[config.mk]
export PLATFORM = sky130hd
export DESIGN_NAME = block_median_decimator_core
export DESIGN_NICKNAME = d
export VERILOG_FILES = /design/src/hw/rtl/bmd_pkg.sv /design/src/hw/rtl/bmd_cell.sv /design/src/hw/rtl/bmd_chain.sv /design/src/hw/rtl/block_median_decimator_core.sv
export SDC_FILE = /design/constraint.sdc
export NUM_CORES = 1
export LEC_CHECK = 0
export BUFFER_PORTS_ARGS = -buffer_cell sky130_fd_sc_hd__buf_2
export CAP_MARGIN = 20
export CELL_PAD_IN_SITES_DETAIL_PLACEMENT = 2
export CELL_PAD_IN_SITES_GLOBAL_PLACEMENT = 2
export CORE_ASPECT_RATIO = 1.75
export CORE_MARGIN = 3
export CORE_UTILIZATION = 40
export DETAILED_ROUTE_END_ITERATION = 10
export PLACE_DENSITY_LB_ADDON = 0.1
export SLEW_MARGIN = 5
export SYNTH_ARGS = -nofsm -noshare
export SYNTH_HDL_FRONTEND = slang
export SYNTH_SLANG_ARGS = --single-unit
[constraint.sdc]
create_clock -name clk -period 6.5 [get_ports clk]
set_input_delay 0.975 -clock clk [delete_from_list [all_inputs] [get_ports clk]]
set_output_delay 0.975 -clock clk [all_outputs]
set_load 0.05 [all_outputs]
[src/hw/rtl/bmd_pkg.sv]
// bmd_pkg: shared types for the block median decimator
// sample type and the link record passed between neighboring sort cells
// no dependencies
`default_nettype none

package bmd_pkg;

  localparam int SAMPLE_W = 16;

  typedef logic signed [SAMPLE_W-1:0] sample_t;

  // what a cell hands to its right-hand neighbor
  typedef struct packed {
    sample_t val;
    logic    valid;
    logic    lt;     // new sample sorts in front of this cell's value
  } bmd_link_t;

endpackage

`default_nettype wire

[src/hw/rtl/bmd_cell.sv]
// bmd_cell: one slot of a sorted insertion chain
// holds one sample and shifts right when a smaller sample is inserted ahead of it
// depends on bmd_pkg
`default_nettype none

module bmd_cell (
  input  wire logic               clk,
  input  wire logic               rst_n,
  input  wire logic               ins,
  input  wire logic               clr,
  input  wire bmd_pkg::sample_t   din,
  input  wire bmd_pkg::bmd_link_t left,
  output bmd_pkg::bmd_link_t      right
);
  import bmd_pkg::*;

  sample_t val_r, val_nxt;
  logic    valid_r, valid_nxt;
  logic    my_lt;

  // an empty slot counts as larger than any sample; ties keep arrival order
  assign my_lt = !valid_r || (din < val_r);

  always_comb begin
    val_nxt   = val_r;
    valid_nxt = valid_r;
    if (clr) begin
      valid_nxt = 1'b0;
    end else if (ins && my_lt) begin
      if (left.lt) begin
        val_nxt   = left.val;
        valid_nxt = left.valid;
      end else begin
        val_nxt   = din;
        valid_nxt = 1'b1;
      end
    end
  end

  always_ff @(posedge clk) begin
    if (!rst_n) begin
      valid_r <= 1'b0;
    end else begin
      valid_r <= valid_nxt;
    end
  end

  always_ff @(posedge clk) begin
    val_r <= val_nxt;
  end

  assign right.val   = val_r;
  assign right.valid = valid_r;
  assign right.lt    = my_lt;

endmodule

`default_nettype wire

[src/hw/rtl/bmd_chain.sv]
// bmd_chain: row of sort cells for one channel, kept in ascending order
// the median is the value of a fixed cell of the row
// depends on bmd_pkg, bmd_cell
`default_nettype none

module bmd_chain #(
  parameter int DEPTH = 7,
  parameter int MID   = 3
) (
  input  wire logic             clk,
  input  wire logic             rst_n,
  input  wire logic             ins,
  input  wire logic             clr,
  input  wire bmd_pkg::sample_t din,
  output bmd_pkg::sample_t      med
);
  import bmd_pkg::*;

  bmd_link_t link [DEPTH+1];

  // head of the chain: nothing in front of cell 0
  assign link[0].val   = din;
  assign link[0].valid = 1'b0;
  assign link[0].lt    = 1'b0;

  for (genvar i = 0; i < DEPTH; i++) begin : g_cell
    bmd_cell u_cell (
      .clk   (clk),
      .rst_n (rst_n),
      .ins   (ins),
      .clr   (clr),
      .din   (din),
      .left  (link[i]),
      .right (link[i+1])
    );
  end

  assign med = link[MID+1].val;

endmodule

`default_nettype wire

[src/hw/rtl/block_median_decimator_core.sv]
// block_median_decimator_core: two-channel block median with decimation
// takes one item per cycle; busy is never raised. an item that finds WINDOW-1
// samples held gives its result in the next cycle (out_valid for one cycle).
// each sample is placed in sorted order as it arrives by a row of compare cells,
// so the median is ready without a separate sort pass.
// rst_n (synchronous) empties both rows; sample contents are not cleared.
`default_nettype none

module block_median_decimator_core #(
  parameter int WINDOW = 8
) (
  input  wire logic             clk,
  input  wire logic             rst_n,
  input  wire logic             start,
  output logic                  busy,
  input  wire bmd_pkg::sample_t in_vel_x,
  input  wire bmd_pkg::sample_t in_vel_y,
  output logic                  out_valid,
  output bmd_pkg::sample_t      out_med_x,
  output bmd_pkg::sample_t      out_med_y
);
  import bmd_pkg::*;

  localparam int DEPTH = WINDOW - 1;
  localparam int MID   = (WINDOW - 1) / 2;
  localparam int CNT_W = $clog2(WINDOW);

  logic [CNT_W-1:0] fill_count_r, fill_count_nxt;
  logic             out_valid_r, out_valid_nxt;
  sample_t          med_x_r, med_y_r;
  sample_t          chain_med_x, chain_med_y;
  logic             accept, full, ins, clr;

  assign busy   = 1'b0;
  assign accept = start && !busy;
  assign full   = (fill_count_r == CNT_W'(DEPTH));
  assign ins    = accept && !full;
  // the item that finds the rows full is dropped and flushes them
  assign clr    = accept && full;

  bmd_chain #(.DEPTH(DEPTH), .MID(MID)) u_chain_x (
    .clk   (clk),
    .rst_n (rst_n),
    .ins   (ins),
    .clr   (clr),
    .din   (in_vel_x),
    .med   (chain_med_x)
  );

  bmd_chain #(.DEPTH(DEPTH), .MID(MID)) u_chain_y (
    .clk   (clk),
    .rst_n (rst_n),
    .ins   (ins),
    .clr   (clr),
    .din   (in_vel_y),
    .med   (chain_med_y)
  );

  always_comb begin
    fill_count_nxt = fill_count_r;
    if (clr) begin
      fill_count_nxt = '0;
    end else if (ins) begin
      fill_count_nxt = fill_count_r + CNT_W'(1);
    end
    out_valid_nxt = clr;
  end

  always_ff @(posedge clk) begin
    if (!rst_n) begin
      fill_count_r <= '0;
      out_valid_r  <= 1'b0;
    end else begin
      fill_count_r <= fill_count_nxt;
      out_valid_r  <= out_valid_nxt;
    end
  end

  always_ff @(posedge clk) begin
    if (clr) begin
      med_x_r <= chain_med_x;
      med_y_r <= chain_med_y;
    end
  end

  assign out_valid = out_valid_r;
  assign out_med_x = med_x_r;
  assign out_med_y = med_y_r;

  a_count_range: assert property (@(posedge clk) disable iff (!rst_n)
    fill_count_r <= CNT_W'(DEPTH))
    else $error("fill count beyond row depth");

  a_result_cause: assert property (@(posedge clk) disable iff (!rst_n)
    clr |=> out_valid)
    else $error("flushing item gave no result");

  a_result_only_on_flush: assert property (@(posedge clk) disable iff (!rst_n)
    !clr |=> !out_valid)
    else $error("result without a flushing item");

  a_empty_after_result: assert property (@(posedge clk) disable iff (!rst_n)
    out_valid |-> fill_count_r == '0)
    else $error("rows not emptied with the result");

endmodule

`default_nettype wire

; ---- Word-level counts from Yosys, hierarchy flattened
; Cells that the tools add are included.
[totals]
reg_bits = 172
word_cells = 80
output_inout_bits = 34
inputBits = 35
[classes]
n_eq_ne = 1
addsub = 1
n_lt_le_gt_ge = 8
bitwise_logic = 2
reduce_logical = 36
muxes = 12
[op_table]
columns = op, n
row1 = 16-bit less-than comparator, 8
row2 = 16-bit 2-to-1 mux, 6
row3 = 2-bit AND reduction, 8
row4 = 1-bit logical AND, 10
row5 = 1-bit zero test, 9
row6 = 1-bit logical OR, 8
row7 = 1-bit 2-to-1 mux, 6
row8 = "3-bit by 1-bit adder with 3-bit output, second input constant", 1
row9 = "3-bit == test, second input constant", 1
row10 = 1-bit inverter, 2
row11 = 2-bit OR reduction, 1

; ---- Logic depth before layout (Yosys ltp)
[logic_depth]
depth_word = 5
mapped_depth = 10
depth_no_buf = 8

; ---- Modules after synthesis
; Synthesis repeated with hierarchy kept, for this count alone.
[hier_totals]
cells_unflattened = 886
hier_area_um2 = 10727.8
[modules_own_cells]
columns = module, seq_area_each_um2, cells_per_inst, area_each_um2, instances
row1 = bmd_cell, 500.5, 104, 1194.9, 8
row2 = block_median_decimator_core, 1041.0, 52, 1161.1, 1
row3 = bmd_chain, 0.0, 1, 3.8, 2

; ---- Worst setup path after synthesis
; Ideal clock, no wire load.
[synth_path]
path_kind = input to register
startpoint = input in_vel_y[5]
endpoint = register u_chain_y.g_cell[3].u_cell.val_r[0] (enable)
setup_ns = 0.409
path_stages = 6
arrival_ns = 3.342
path_slack_ns = 2.749
required_ns = 6.091
path_cell_list = ha_1 -> a21o_1 -> a221o_1 -> o211a_1 -> o21ba_2 -> nor3_1
[synth_between]
elab_chain_len = 4
[synth_rtl]
columns = element, line_no
row1 = from (decl), block_median_decimator_core.sv:17  ; input wire bmd_pkg::sample_t in_vel_y,
row2 = 16-bit less-than comparator, bmd_cell.sv:22  ; assign my_lt = !valid_r || (din < val_r);
row3 = 1-bit logical OR, bmd_cell.sv:22
row4 = 1-bit logical AND, bmd_cell.sv:29  ; end else if (ins && my_lt) begin
row5 = 2-bit AND reduction (no source line), n/a
row6 = to (signal assigned), bmd_cell.sv:49  ; val_r <= val_nxt;
row7 = to (decl), bmd_cell.sv:17  ; sample_t val_r, val_nxt;
; No other way between the ends.
; A chain may end at the register's enable or synchronous reset.

; ---- Worst setup path in the final report
[layout_path]
startpoint = input in_vel_y[1]
endpoint = register u_chain_y.g_cell[0].u_cell.val_r[13] (enable)
[layout_between]
elab_chain_len = 4
[layout_rtl]
columns = element, line_no
row1 = 16-bit less-than comparator, bmd_cell.sv:22
row2 = 1-bit logical OR, bmd_cell.sv:22
row3 = 1-bit logical AND, bmd_cell.sv:29
row4 = 2-bit AND reduction (no source line), n/a
row5 = to (signal assigned), bmd_cell.sv:49
row6 = to (decl), bmd_cell.sv:17
; No other way between the ends.

==> results.py <==
metrics = {
    "logic_synthesis": {
        "synth_adder_area_share": 0.152,
        "synthesis.nets": 981,
        "synth_cells": 824,
        "yosys_warnings": 0,
        "yosys-top-cells-area": "edfxtp_1 (48%), ha_1 (15%), mux2_2 (7.0%), inv_1 (4.8%), mux2_4 (2.5%)",
        "ys_seq_elements": 172,
        "avgSynthCellArea_um2": 12.1,
        "synth.distinct_cells": 62,
        "ys.flop_type": "edfxtp_1",
        "synth_mux_area_frac": 0.101,
        "async_flop_share": 0,
        "synth_top_family_by_area": "adder cells",
        "yosysSeqAreaShare": 0.504,
        "synth-edff-count": 160,
        "syn_area_mm2": 0.0100,
        "synth_xor_area_frac": 0,
        "synth_compound_area_frac": 0.114,
        "yosysTopAreaCell": "edfxtp_1",
        "synth_top_area_frac": 0.480,
        "synthSimpleGateAreaFrac": 0.0672,
    },
    "global_route": {
        "grt_max_degree": 34,
        "first_global_vias": 7866,
        "grt_overflow_total": 0,
        "grt_pass1_wl_um": 42900,
        "antenna_found_initial": 0,
        "globalRouteTotalUtil": 0.210,
    },
    "routing": {
        "vias": 6746,
        "wl_um": 27400,
        "drt-met1-wl_um": 8730,
        "drc": 0,
        "top_layer": "met4",
        "drtIter0Drc": 276,
        "postRouteAntennaNets": 0,
        "wl_met3_um": 590,
        "vias_per_cell": 5.51,
        "wl_met2_um": 16900,
        "routedWlPerCell_um": 22.3,
        "firstDrtPassIters": 4,
    },
    "worst_setup_path": {
        "arrival_ns": 3.69,
        "reg2reg_to": "u_chain_y.g_cell[0].u_cell.val_r[13]$_DFFE_PP_",
        "worstSetupStartpointType": "primary input",
        "cp-end-kind": "register",
        "r2r_cells": 7,
        "timing.rr.start": "u_chain_y.g_cell[0].u_cell.val_r[1]$_DFFE_PP_",
        "critical_path_class": "primary input to register",
        "r2r_slack_ns": 3.16,
        "cp.required_ns": 6.59,
        "path_max_fanout": 17,
    },
    "power_and_ir_drop": {
        "power_mw": 2.94,
        "ir_worst_vdd_uv": 167,
        "total_leakage_power_nw": 4.91,
        "power.density_mw_per_mm2": 262,
    },
    "sta": {
        "drv_slew": 0,
        "fin_skew_ns": 0.00886,
        "max_freq_mhz": 278,
        "tns_ns": 0,
        "setup_viol_count_final": 0,
        "fin_crit_sh": 0.553,
        "hold_violations": 0,
        "whs_ns": 0.448,
        "tightestPinTransition_ns": 0.913,
        "max-slew-margin-rel": 0.391,
        "rsz0062_at_grt": "no",
        "period_needed_ns": 3.60,
    },
    "placed_design": {
        "gp_congestion": 0.878,
        "hpwl_um": 21500,
        "dpl.cell_count": 1189,
        "port_buffers": 67,
    },
    "floorplanning": {
        "core-area_mm2": 0.0246,
        "num_rows": 76,
        "die_w_um": 126,
        "die_y_um": 215,
        "ioPinCount": 69,
        "start_util": 0.406,
        "die-area_mm2": 0.0270,
    },
    "hold_path": {
        "whs_path_depth": 0,
        "worstHoldEndpoint": "out_med_x[10]$_DFFE_PP_",
        "hold_class": "register to register",
        "hold_start": "u_chain_x.g_cell[3].u_cell.val_r[10]$_DFFE_PP_",
    },
    "cells_and_area": {
        "drive_gt1_frac": 0.217,
        "layoutNonFillerInstCount": 1224,
        "fin_nets": 1056,
        "ff_latch_area_mm2": 0.00504,
        "nFillCells": 2488,
        "layout_commonest_cell": "edfxtp_1",
        "multi_input_comb_area_mm2": 0.00437,
        "insertedDiodeCount": 0,
        "area_growth_pct": 11.9,
        "mostFrequentLayoutCells": "edfxtp_1 (160), inv_1 (129), ha_1 (122), buf_2 (67), mux2_2 (62)",
    },
    "clocking": {
        "cts.sinks": 172,
        "post_cts_resized": 0,
        "tritoncts": "yes",
        "clk_pin_slew_worst_paths_ns": 0.06,
        "postCtsHoldBufs": 0,
        "h-tree-depth": 4,
        "cts_made_buffers": 17,
        "clk_latency_ns": 0.46,
        "root_buffer": "clkbuf_16",
        "cts_buffer_depth": 2,
        "post_cts_buffers": 0,
    },
    "outcome": {
        "status": "complete, no violations",
    },
    "flow_run": {
        "drv_cap": 0,
    },
}
[routing by layer]
metal | global-route usage | up-vias
met5 | 0 | -
met4 | 0.101 | 0
met3 | 0.0393 | 59
met2 | 0.435 | 105
met1 | 0.184 | 3411
li1 | - | 3171
[per-stage QoR]
step / worst slack, ns / utilization / instance area [µm²]
after floorplan: 2.75 / - / 10000
after detailed placement: 2.09 / 0.433 / 10700
after global routing: 2.70 / 0.455 / 11200
final: 2.90 / 0.455 / 11200
after global placement: 2.40 / 0.433 / 10700
after CTS: 2.62 / 0.454 / 11200
[state kept, by name (all words and copies together) (netlist names)]
signal and count:
u_chain_y.g_cell.u_cell.val_r 64, fill_count_r 3, out_valid 1, u_chain_y.g_cell.u_cell.valid_r 4, out_med_x 16, u_chain_x.g_cell.u_cell.val_r 64, out_med_y 16, u_chain_x.g_cell.u_cell.valid_r 4
[worst max-delay path by stage]
stage,startpoint,endpoint,depth (start not counted)
after floorplan,in_vel_y[5],u_chain_y.g_cell[3].u_cell.val_r[0]$_DFFE_PP_,6
after CTS,in_vel_y[9],u_chain_y.g_cell[0].u_cell.val_r[14]$_DFFE_PP_,8
after global routing,in_vel_y[5],u_chain_y.g_cell[0].u_cell.val_r[13]$_DFFE_PP_,8
after global placement,in_vel_y[9],u_chain_y.g_cell[0].u_cell.val_r[1]$_DFFE_PP_,8
after detailed placement,in_vel_y[9],u_chain_y.g_cell[0].u_cell.val_r[3]$_DFFE_PP_,8
final,in_vel_y[1],u_chain_y.g_cell[0].u_cell.val_r[13]$_DFFE_PP_,7
[power by group]
| part | internal, mW | leakage, nW | switching [mW] |
|---|---|---|---|
| Sequential | 1.35 | 1.62 | 0.0656 |
| Combinational | 0.254 | 3.04 | 0.339 |
| Clock | 0.480 | 0.250 | 0.444 |
| Total | 2.09 | 4.91 | 0.849 |
[layout make-up]
| cell class | count | share of cell area |
|---|---|---|
| Sequential cell | 172 | 0.451 |
| Multi-Input combinational cell | 503 | 0.390 |
| Inverter | 129 | 0.0432 |
| Clock buffer | 18 | 0.0383 |
| Timing Repair Buffer | 76 | 0.0360 |
| Tap cell | 312 | 0.0349 |
| Clock inverter | 14 | 0.00693 |
[logic make-up after synthesis]
group | after synthesis
AND/OR/NAND/NOR | 140
other | 1
buffers and inverters | 149
flip-flops | 172
adder cells (fa/ha/maj) | 122
multiplexers | 83
AO/OA/AOI/OAI | 157
[synth_stat cells (2+ instances only)]
master,n
nor3_1,5
o2111ai_1,18
and3_1,4
a21oi_2,2
nand2_1,58
a211o_1,3
buf_2,5
a2111oi_2,2
clkbuf_1,10
o21a_1,5
edfxtp_1,160
mux2_4,17
nand2b_1,13
o21ba_2,3
a21o_1,21
o21ai_0,15
nand4_1,10
buf_6,3
a211oi_1,6
o211ai_1,21
inv_1,129
o21ai_1,4
a21oi_1,33
and4_1,4
mux2_2,62
ha_1,122
and2_1,2
nand3_1,2
dfxtp_1,12
o22ai_1,2
o211a_1,6
nor2_1,27
nor2b_1,9
[worst max-delay path, cell delays in order]
cell and delay, ns:
buf_2 0.17, ha_1 0.31, a21o_1 0.16, a211o_1 0.30, a21oi_2 0.60, o211a_1 0.58, o21ba_2 0.57
No activity file was read; power rests on OpenSTA's default activity.
